--- src/rtl/kst_ram.sv ---
`timescale 1ns / 1ps

module kst_ram #(
  parameter int unsigned WIDTH = 16,
  parameter int unsigned DEPTH = 64
) (
  input  logic                                        clk_i,
  input  logic                                        we_i,
  input  logic [((DEPTH > 1) ? $clog2(DEPTH) : 1)-1:0] waddr_i,
  input  logic [WIDTH-1:0]                            wdata_i,
  input  logic                                        re_i,
  input  logic [((DEPTH > 1) ? $clog2(DEPTH) : 1)-1:0] raddr_i,
  output logic [WIDTH-1:0]                            rdata_o
);

  logic [WIDTH-1:0] mem_q [DEPTH];
  logic [WIDTH-1:0] rdata_q;

  always_ff @(posedge clk_i) begin
    if (we_i) begin
      mem_q[waddr_i] <= wdata_i;
    end
    if (re_i) begin
      rdata_q <= mem_q[raddr_i];
    end
  end

  assign rdata_o = rdata_q;

endmodule

--- config.mk ---
export PLATFORM = sky130hd
export DESIGN_NAME = kst_ram
export DESIGN_NICKNAME = d
export VERILOG_FILES = /design/src/rtl/kst_ram.sv
export SDC_FILE = /design/constraint.sdc
export NUM_CORES = 1
export LEC_CHECK = 0
export BUFFER_PORTS_ARGS = -buffer_cell sky130_fd_sc_hd__buf_2
export CAP_MARGIN = 20
export CORE_MARGIN = 3
export CORE_UTILIZATION = 60
export CTS_BUF_LIST = sky130_fd_sc_hd__clkbuf_4 sky130_fd_sc_hd__clkbuf_8
export CTS_CLUSTER_DIAMETER = 120
export DETAILED_ROUTE_END_ITERATION = 10
export GPL_ROUTABILITY_DRIVEN = 0
export PLACE_DENSITY = 0.76
export SLEW_MARGIN = 20
export SYNTH_ARGS = -nofsm -noshare
export SYNTH_HDL_FRONTEND = slang
export SYNTH_SLANG_ARGS = --single-unit
--- constraint.sdc ---
create_clock -name clk_i -period 4.4 [get_ports clk_i]
set_clock_uncertainty 0.15 [all_clocks]
set_input_delay 0.22 -clock clk_i [delete_from_list [all_inputs] [get_ports clk_i]]
set_output_delay 0.22 -clock clk_i [all_outputs]
set_load 0.03 [all_outputs]
# Yosys cells after proc, flatten, opt, wreduce, memory -nomap -nowiden
# Memories as Yosys holds them, arrays and structs flattened. A register that Yosys moved wholly into a read port is not among the register bits.
# Cells that the tools add are included.
[classes] mux=2
[op_table] cell="2-to-1 mux 1 bit" n=2
[totals] in_bits=31 reg_bits=0 mem_bits_rw=1024 wordCells=3 mem_count=1
[memory_table] name="mem_q" depth=64 word_bits=16 read_ports=1 rd_ports_with_merged_regs=1 write_ports=1 line_no="16" rtl="logic [WIDTH-1:0] mem_q [DEPTH];"

# Depth between registers and ports, before layout
# Gate-level depths: netlist of the first run.
[depth] ltp_word=2 depth_mapped=10 mapped_depth_nobuf=5

# Least setup slack after synthesis of the first run
# OpenSTA, ideal clock, no wires.
[synth_path] path_type="in2reg" from="in waddr_i[3] (netlist name)" to="mem mem_q[48][0] (enable)" arrival_time_ns=1.846 setup_ns=0.409 n_path_buf=1 setup_slack_ns=1.995 stages=4 required_time_ns=3.841 cell_sequence="clkbuf_1 > nor2b_1 > nand4b_1 > nor3_1"
[synth_lines] element="from (decl)" line_no="9" rtl="input logic [((DEPTH > 1) ? $clog2(DEPTH) : 1)-1:0] waddr_i,"
[synth_lines] element="to (decl)" line_no="16"
# Straight into the memory's write port.

# Worst setup path in the final report of the first run
[layout_path] from="in waddr_i[1] (netlist name)" to="mem mem_q[27][10] (enable)"
# Straight into the memory's write port.

==> out/qor.log, run 1 <==
INFO  clock_network  cts.sinks=1040
INFO  synthesis      postSynthCellCount=1829
INFO  route          vias=20000
INFO  place          dpl.cell_count=2725
INFO  place          dp_worst_setup_slack=1.10ns
INFO  setup_path     critPathArrivalTime=2.90ns
INFO  sta            max_freq=388MHz
INFO  setup_path     crit_path_start=waddr_i[1]
INFO  setup_path     timing.reg2reg.worst_path_depth=5
INFO  setup_path     cp-endpoint=mem_q[27][10]
INFO  setup_path     crit_required=4.73ns
INFO  run            drv_cap=0
INFO  setup_path     reg2reg_to=rdata_o[15]
INFO  route          postRouteAntennaNets=0
INFO  final_layout   post-route-util=67.9%
INFO  setup_path     worst_path_max_delay_cell=sky130_fd_sc_hd__nor2_1
INFO  floorplan      die_x=265um
INFO  global_route   globalRouteOverflowTotal=0
INFO  route          route.detailed.vias_per_inst=6.59
INFO  synthesis      post_synth_instance_area=40200um2
INFO  setup_path     timing.critical_path.cells=dlygate4sd3_1 -> buf_2 -> nor2b_1 -> nand3_1 -> nor2_1 -> buf_4
INFO  pwr            combPwrFrac=5.3%
INFO  clock_network  clk_latency=0.80ns
INFO  sta            whs=0.129ns
INFO  route          drt_first_iter_violations=2816
INFO  sta            final_setup_violation_count=0
INFO  setup_path     critical_path_fanouts_max=10
INFO  setup_path     critical_path_buf_inv_count=3
INFO  setup_path     critPathCaptureType=flop
INFO  synthesis      synth-edff-count=1040
INFO  pwr            peakVddDrop=0.316mV
INFO  synthesis      ys_top_cells_by_area=sky130_fd_sc_hd__edfxtp_1 (78%), sky130_fd_sc_hd__mux4_2 (12%), sky130_fd_sc_hd__mux2i_1 (2.1%), sky130_fd_sc_hd__mux2_2 (0.76%), sky130_fd_sc_hd__a22oi_1 (0.73%)
INFO  final_layout   final_nets=2074
INFO  global_route   via_count_of_the_first_global_routing_pass=19900
INFO  clock_network  cts.repair.resized=0
INFO  global_route   grt_pass1_wl=137mm
INFO  place          detailed_place_hpwl=54.2mm
INFO  place          number_of_port_buffers=46
INFO  final_layout   filler_cells_inserted=4004
INFO  sta            final-hold-violation-count=0
INFO  route          drc=0
INFO  synthesis      async_set_or_reset_register_ratio_after_synthesis=0%
INFO  synthesis      avgSynthCellArea=22.0um2
INFO  route          wl_per_cell=30.6um
INFO  synthesis      yosys_most_used_dff=sky130_fd_sc_hd__edfxtp_1
INFO  pwr            power_switching_share=21.8%
INFO  synthesis      yosysSeqAreaShare=77.7%
INFO  pwr            share_of_total_power_in_the_clock_network=38.6%
INFO  worst_hold_path worst_hold_check_path_type=in2reg
INFO  synthesis      synth.ff_latch_count=1040
INFO  pwr            power.sequential.fraction=56.1%
INFO  sta            drv_slew=0
INFO  sta            final.period_utilization=58.6%
INFO  global_route   grt_usage=27.2%
INFO  sta            max_slew.worst_pin.slew=1.08ns
INFO  setup_path     logic_depth_of_the_worst_path_buffers_included=6
INFO  floorplan      die_h=265um
INFO  setup_path     reg2reg_from=mem_q[2][15]
INFO  global_route   antenna_found_initial=8
INFO  synthesis      post_synth_num_cell_types=42
INFO  final_layout   final-instance-count-excl-fill=3030
INFO  pwr            power.net_switching=4.29mW
INFO  sta            grt_setup_unrepaired=no
INFO  pwr            static-leakage-power=14.3nW
INFO  clock_network  clk_pin_slew=0.06ns
INFO  clock_network  max_root_sink_buffers=3
INFO  pwr            internal_power=15.4mW
INFO  sta            setup_total_negative_slack=0ns
INFO  setup_path     cp-start-kind=primary input
INFO  sta            final.min_clock_period=2.58ns
INFO  clock_network  clk_root_buf=sky130_fd_sc_hd__clkbuf_8
INFO  floorplan      placementRows=94
INFO  route          routed_wl=92.7mm
INFO  synthesis      synth_top_cell_area_share=77.7%
INFO  clock_network  cts-htree-levels=4
INFO  floorplan      design.core.area=66100um2
INFO  pwr            power-per-cell-area=438nW/um2
INFO  setup_path     crit_path_max_incr_delay=0.85ns
INFO  setup_path     critPathTopFamily=simple AND/OR/NAND/NOR gates
INFO  clock_network  cts_buffers=157
INFO  synthesis      synth-warning-count=0
INFO  sta            final.setup.worst_slack=1.82ns
INFO  route          drt-pass1-iter-count=6
INFO  sta            remaining_max_slew_budget_at_the_tightest_pin=27.8%
INFO  floorplan      initial_utilization=60.8%
INFO  final_layout   drive_gt1_share=29.9%
INFO  final_layout   areaGrowthSynthToFinish=11.6%
INFO  floorplan      dieArea=70100um2
INFO  setup_path     timing.reg2reg.setup_slack=1.91ns
INFO  global_route   grt_start_max_net_pins=101
INFO  synthesis      synth_largest_area_cell=sky130_fd_sc_hd__edfxtp_1
INFO  floorplan      top_level_ports=47
INFO  clock_network  tritoncts=done
INFO  status         outcome=complete, no violations
INFO  synthesis      syn_nets=1860
INFO  setup_path     timing.setup.critical_path_class=in2reg
[worst reg2reg max path: stages (launching register included)]
cell and delay [ns]:
sky130_fd_sc_hd__edfxtp_1 0.37, sky130_fd_sc_hd__mux4_2 0.45, sky130_fd_sc_hd__mux2i_1 0.39, sky130_fd_sc_hd__a22oi_1 0.24, sky130_fd_sc_hd__a31oi_1 0.49, sky130_fd_sc_hd__a311oi_1 0.13
[kinds of logic (layout without fill, tap and decap cells)]
| group | after synthesis | count (layout) | share of synthesized area [%] |
|---|---|---|---|
| DFF | 1040 | 1040 | 77.7 |
| muxes | 336 | 336 | 15.5 |
| and+or+nand+nor | 220 | 220 | 2.64 |
| AOI/OAI and AO/OA | 129 | 129 | 2.40 |
| buffers and inverters | 104 | 438 | 1.82 |
| other | 0 | 3 | 0 |
[worst min-delay path by stage]
stage | from | endpoint | depth (start not counted)
2_1_floorplan | wdata_i[0] | mem_q[0][0] | 0
3_3_place_gp | rdata_o[0] | rdata_o[0] | 1
3_5_place_dp | rdata_o[3] | rdata_o[3] | 1
4_1_cts | waddr_i[5] | mem_q[20][6] | 4
5_1_grt | waddr_i[0] | mem_q[51][11] | 3
6_report | waddr_i[0] | mem_q[55][9] | 3
[routing by layer]
| layer | part of all wire (%) | vias up | GRT usage [%] | wire [um] |
|---|---|---|---|---|
| met1 | 37 | 10300 | 38.7 | 34400 |
| met5 | 0.047 | - | 0 | 44 |
| met2 | 48 | 1331 | 42.5 | 44800 |
| met4 | 3.0 | 8 | 8.84 | 2790 |
| li1 | - | 8140 | - | - |
| met3 | 12 | 202 | 6.87 | 10700 |
[sequential cells by signal, summed over array words and instances, names as in the netlist]
name	cells
mem_q	1024
rdata_o	16
[synthesized netlist by cell type (all sizes together) (12+ instances only)]
cell and instances:
a221oi 16, nand2 60, a21oi 17, nand3 24
nand4 12, edfxtp 1040, mux4 224, a22oi 39
nor2b 30, nor2 74, clkbuf 27, mux2i 85
buf 77, mux2 27
[cell type report]
type | instances | area [um2] | share of cell area [%]
Sequential cell | 1040 | 31200 | 69.6
Multi-Input combinational cell | 685 | 8290 | 18.5
Clock buffer | 217 | 2640 | 5.89
Timing Repair Buffer | 159 | 1260 | 2.80
Tap cell | 864 | 1080 | 2.41
Clock inverter | 62 | 367 | 0.817
Antenna cell | 3 | 7.51 | 0.0167
[what timing repair did]
action                    4_1_cts  5_1_grt
hold endpoints to repair      951      128
buffers inserted                0        0
hold buffers                   21        2
[power groups by stage]
stage / Combinational [mW] / Sequential [mW] / Clock [mW]
floorplan: 0.568 / 11.2 / 0
detailed placement: 1.02 / 11.2 / 0
finish: 1.04 / 11.0 / 7.60
CTS: 1.04 / 11.0 / 7.71
global route: 1.09 / 11.0 / 8.16
global placement: 0.994 / 11.2 / 0
[through the flow]
step	power [mW]	area [um2]
4_1_cts	19.8	44800
3_3_place_gp	12.2	41600
2_1_floorplan	11.8	40200
3_5_place_dp	12.3	41600
6_report	19.7	44900
5_1_grt	20.3	44900
[cell usage in the layout (no fill, tap or decap), types with 7 or more instances in the layout]
cell                            instances
sky130_fd_sc_hd__mux2i_1               85
sky130_fd_sc_hd__a211oi_1               8
sky130_fd_sc_hd__clkinv_1              37
sky130_fd_sc_hd__mux4_2               220
sky130_fd_sc_hd__a221oi_1              16
sky130_fd_sc_hd__nor2_1                59
sky130_fd_sc_hd__clkbuf_4              55
sky130_fd_sc_hd__a21oi_1               17
sky130_fd_sc_hd__buf_12                 7
sky130_fd_sc_hd__nor2b_1               30
sky130_fd_sc_hd__clkbuf_8             163
sky130_fd_sc_hd__nand2_1               59
sky130_fd_sc_hd__a31oi_1                8
sky130_fd_sc_hd__buf_4                 86
sky130_fd_sc_hd__nand3_1               24
sky130_fd_sc_hd__nor2_2                14
sky130_fd_sc_hd__a311oi_1               8
sky130_fd_sc_hd__mux2_2                27
sky130_fd_sc_hd__edfxtp_1            1040
sky130_fd_sc_hd__buf_2                 40
sky130_fd_sc_hd__clkinv_2              13
sky130_fd_sc_hd__dlygate4sd3_1         23
sky130_fd_sc_hd__a211o_1                8
sky130_fd_sc_hd__a22oi_1               39
sky130_fd_sc_hd__nand4_1               12
Power figures use the tool's default switching activity.
==> run 2, diff against run 1 <==
CORE_UTILIZATION = 59   (was 60)
PLACE_DENSITY = 0.78   (was 0.76)
clock period = 2.25 ns   (was 4.4 ns; I/O delays follow)
==> out/qor.log, run 2 (same netlist as run 1, synthesis figures left out) <==
INFO  status         outcome=finished, violations left
INFO  status         violations=negative setup slack
INFO  setup_path     timing.reg2reg.setup_slack=-0.18ns
INFO  setup_path     reg2reg_from=mem_q[21][14]
INFO  sta            grt_setup_unrepaired=yes
INFO  final_layout   final_area=46800um2
INFO  final_layout   largest_register_by_flop_count=mem_q
INFO  final_layout   multi_input_area=8280um2
INFO  clock_network  post-cts-setup-buffer-count=0
INFO  floorplan      die_h=267um
INFO  route          vias=20900
INFO  clock_network  tritoncts=done
INFO  setup_path     crit_required=2.65ns
INFO  route          postRouteAntennaNets=0
INFO  pwr            power-per-cell-area=830nW/um2
INFO  clock_network  clk_latency=0.81ns
INFO  global_route   antenna_found_initial=10
INFO  sta            final.period_utilization=108%
INFO  setup_path     timing.reg2reg.worst_path_depth=5
INFO  setup_path     timing.setup.critical_path_class=reg2reg
INFO  sta            final-hold-violation-count=0
INFO  final_layout   mostFrequentLayoutCell=sky130_fd_sc_hd__edfxtp_1
INFO  final_layout   post-route-util=69.5%
INFO  sta            final_setup_violation_count=3
INFO  final_layout   sequential_cell_area=31200um2
INFO  place          number_of_port_buffers=46
INFO  sta            final.setup.worst_slack=-0.184ns
INFO  run            drv_cap=0
INFO  global_route   grt_start_max_net_pins=65
INFO  worst_hold_path hold_path_startpoint=raddr_i[3]
INFO  worst_hold_path worstHoldEndpoint=rdata_o[13]
INFO  route          routed_wl=96.0mm
INFO  clock_network  clk_pin_slew=0.07ns
INFO  place          dp_worst_setup_slack=-0.455ns
INFO  sta            remaining_max_slew_budget_at_the_tightest_pin=39.8%
INFO  setup_path     critPathCaptureType=flop
INFO  pwr            peakVddDrop=0.547mV
INFO  setup_path     reg2reg_to=rdata_o[14]
INFO  place          placed_cell_area=43400um2
INFO  worst_hold_path min_path_cells=5
INFO  setup_path     cp-start-kind=flop
INFO  floorplan      placementRows=95
INFO  final_layout   drive_gt1_share=34.6%
INFO  clock_network  clk_root_buf=sky130_fd_sc_hd__clkbuf_8
INFO  final_layout   areaGrowthSynthToFinish=16.4%
INFO  setup_path     critPathArrivalTime=2.83ns
INFO  setup_path     critical_path_fanouts_max=1
INFO  worst_hold_path worst_hold_check_path_type=in2reg
INFO  sta            max_slew.worst_pin.slew=0.903ns
INFO  sta            drv_slew=0
INFO  final_layout   final_cell_mix=sky130_fd_sc_hd__edfxtp_1 (1040), sky130_fd_sc_hd__mux4_2 (220), sky130_fd_sc_hd__buf_4 (212), sky130_fd_sc_hd__clkbuf_8 (167), sky130_fd_sc_hd__mux2i_1 (84)
INFO  clock_network  cts-htree-levels=4
INFO  sta            final.min_clock_period=2.43ns
INFO  global_route   globalRouteOverflowTotal=0
INFO  floorplan      initial_utilization=59.8%
INFO  global_route   grt_usage=27.8%
INFO  clock_network  max_root_sink_buffers=3
INFO  floorplan      design.core.area=67300um2
INFO  route          wl_per_cell=29.8um
INFO  final_layout   final_nets=2257
INFO  clock_network  cts.sinks=1040
INFO  sta            max_freq=411MHz
INFO  floorplan      die_x=267um
INFO  place          detailed_place_hpwl=60.1mm
INFO  route          drt-pass1-iter-count=5
INFO  clock_network  cts_buffers=160
INFO  floorplan      top_level_ports=47
INFO  final_layout   largest_reg_flops=1024
INFO  pwr            static-leakage-power=15.4nW
INFO  floorplan      dieArea=71300um2
INFO  route          route.detailed.vias_per_inst=6.51
INFO  route          drt_first_iter_violations=2629
INFO  route          drc=0
INFO  global_route   grt_pass1_wl=142mm
INFO  sta            setup_total_negative_slack=-0.279ns
INFO  global_route   via_count_of_the_first_global_routing_pass=21300
INFO  final_layout   filler_cells_inserted=3867
-- run 2: changes by cell type in the layout (fill, tap and decap cells not counted), sizes merged --
cell         delta
buf           +172
bufinv          -1
clkbuf         +10
clkinv         -11
diode           +3
dlygate4sd3     +8
inv             -2
-- run 2: layer usage --
metal / part of all wire (%) / GRT usage [%] / vias to the layer above
met5: 0.054 / 0 / -
met4: 3.7 / 11.7 / 8
met3: 12 / 7.45 / 216
met2: 48 / 42.7 / 1401
met1: 37 / 38.4 / 10800
li1: - / - / 8520
-- run 2: layout make-up --
| type | count | area share [%] |
|---|---|---|
| sequential | 1040 | 66.8 |
| multi-input combinational | 685 | 17.7 |
| timing repair buffer | 339 | 6.73 |
| clock buffer | 227 | 5.86 |
| tap | 873 | 2.34 |
| clock inverter | 48 | 0.578 |
| antenna | 6 | 0.0321 |
-- run 2: what timing repair did --
item,4_1_cts,5_1_grt
endpoints found under the hold margin,1536,0
pin swaps,5,2
gates resized for setup,2,5
setup endpoints to repair,2,19
hold buffers,32,0
gates cloned,0,0
-- run 2: stage by stage --
step | std cells | hold WS, ns | power (mW)
detailed placement | 2906 | 0.495 | 24.2
CTS | 3213 | 0.00633 | 39.0
global route | 3216 | 0.0783 | 40.0
finish | 3218 | 0.0916 | 38.8
floorplan | 1829 | 0.0614 | 23.1
global placement | 2906 | 0.475 | 24.2
-- run 2: worst max path at each step --
stage / endpoint / cells past startpoint / from
final: rdata_o[14] / 5 / mem_q[21][14]
after global routing: rdata_o[14] / 5 / mem_q[21][14]
after CTS: rdata_o[14] / 5 / mem_q[21][14]
after detailed placement: rdata_o[7] / 8 / raddr_i[0]
after global placement: rdata_o[7] / 8 / raddr_i[0]
after floorplan: mem_q[39][0] / 4 / waddr_i[5]
-- run 2: where the power goes --
part	total [mW]	internal (mW)	switching, mW
clock	14.9	7.93	6.97
combinational	2.36	0.974	1.38
sequential	21.6	21.5	0.0690
total	38.8	30.4	8.42
-- run 2: critical path, stage by stage, from the launching register on --
cell and delay (ns):
sky130_fd_sc_hd__edfxtp_1 0.38, sky130_fd_sc_hd__mux4_2 0.49, sky130_fd_sc_hd__mux2_4 0.30, sky130_fd_sc_hd__nand2_2 0.06, sky130_fd_sc_hd__nand4_1 0.42, sky130_fd_sc_hd__and4_1 0.39
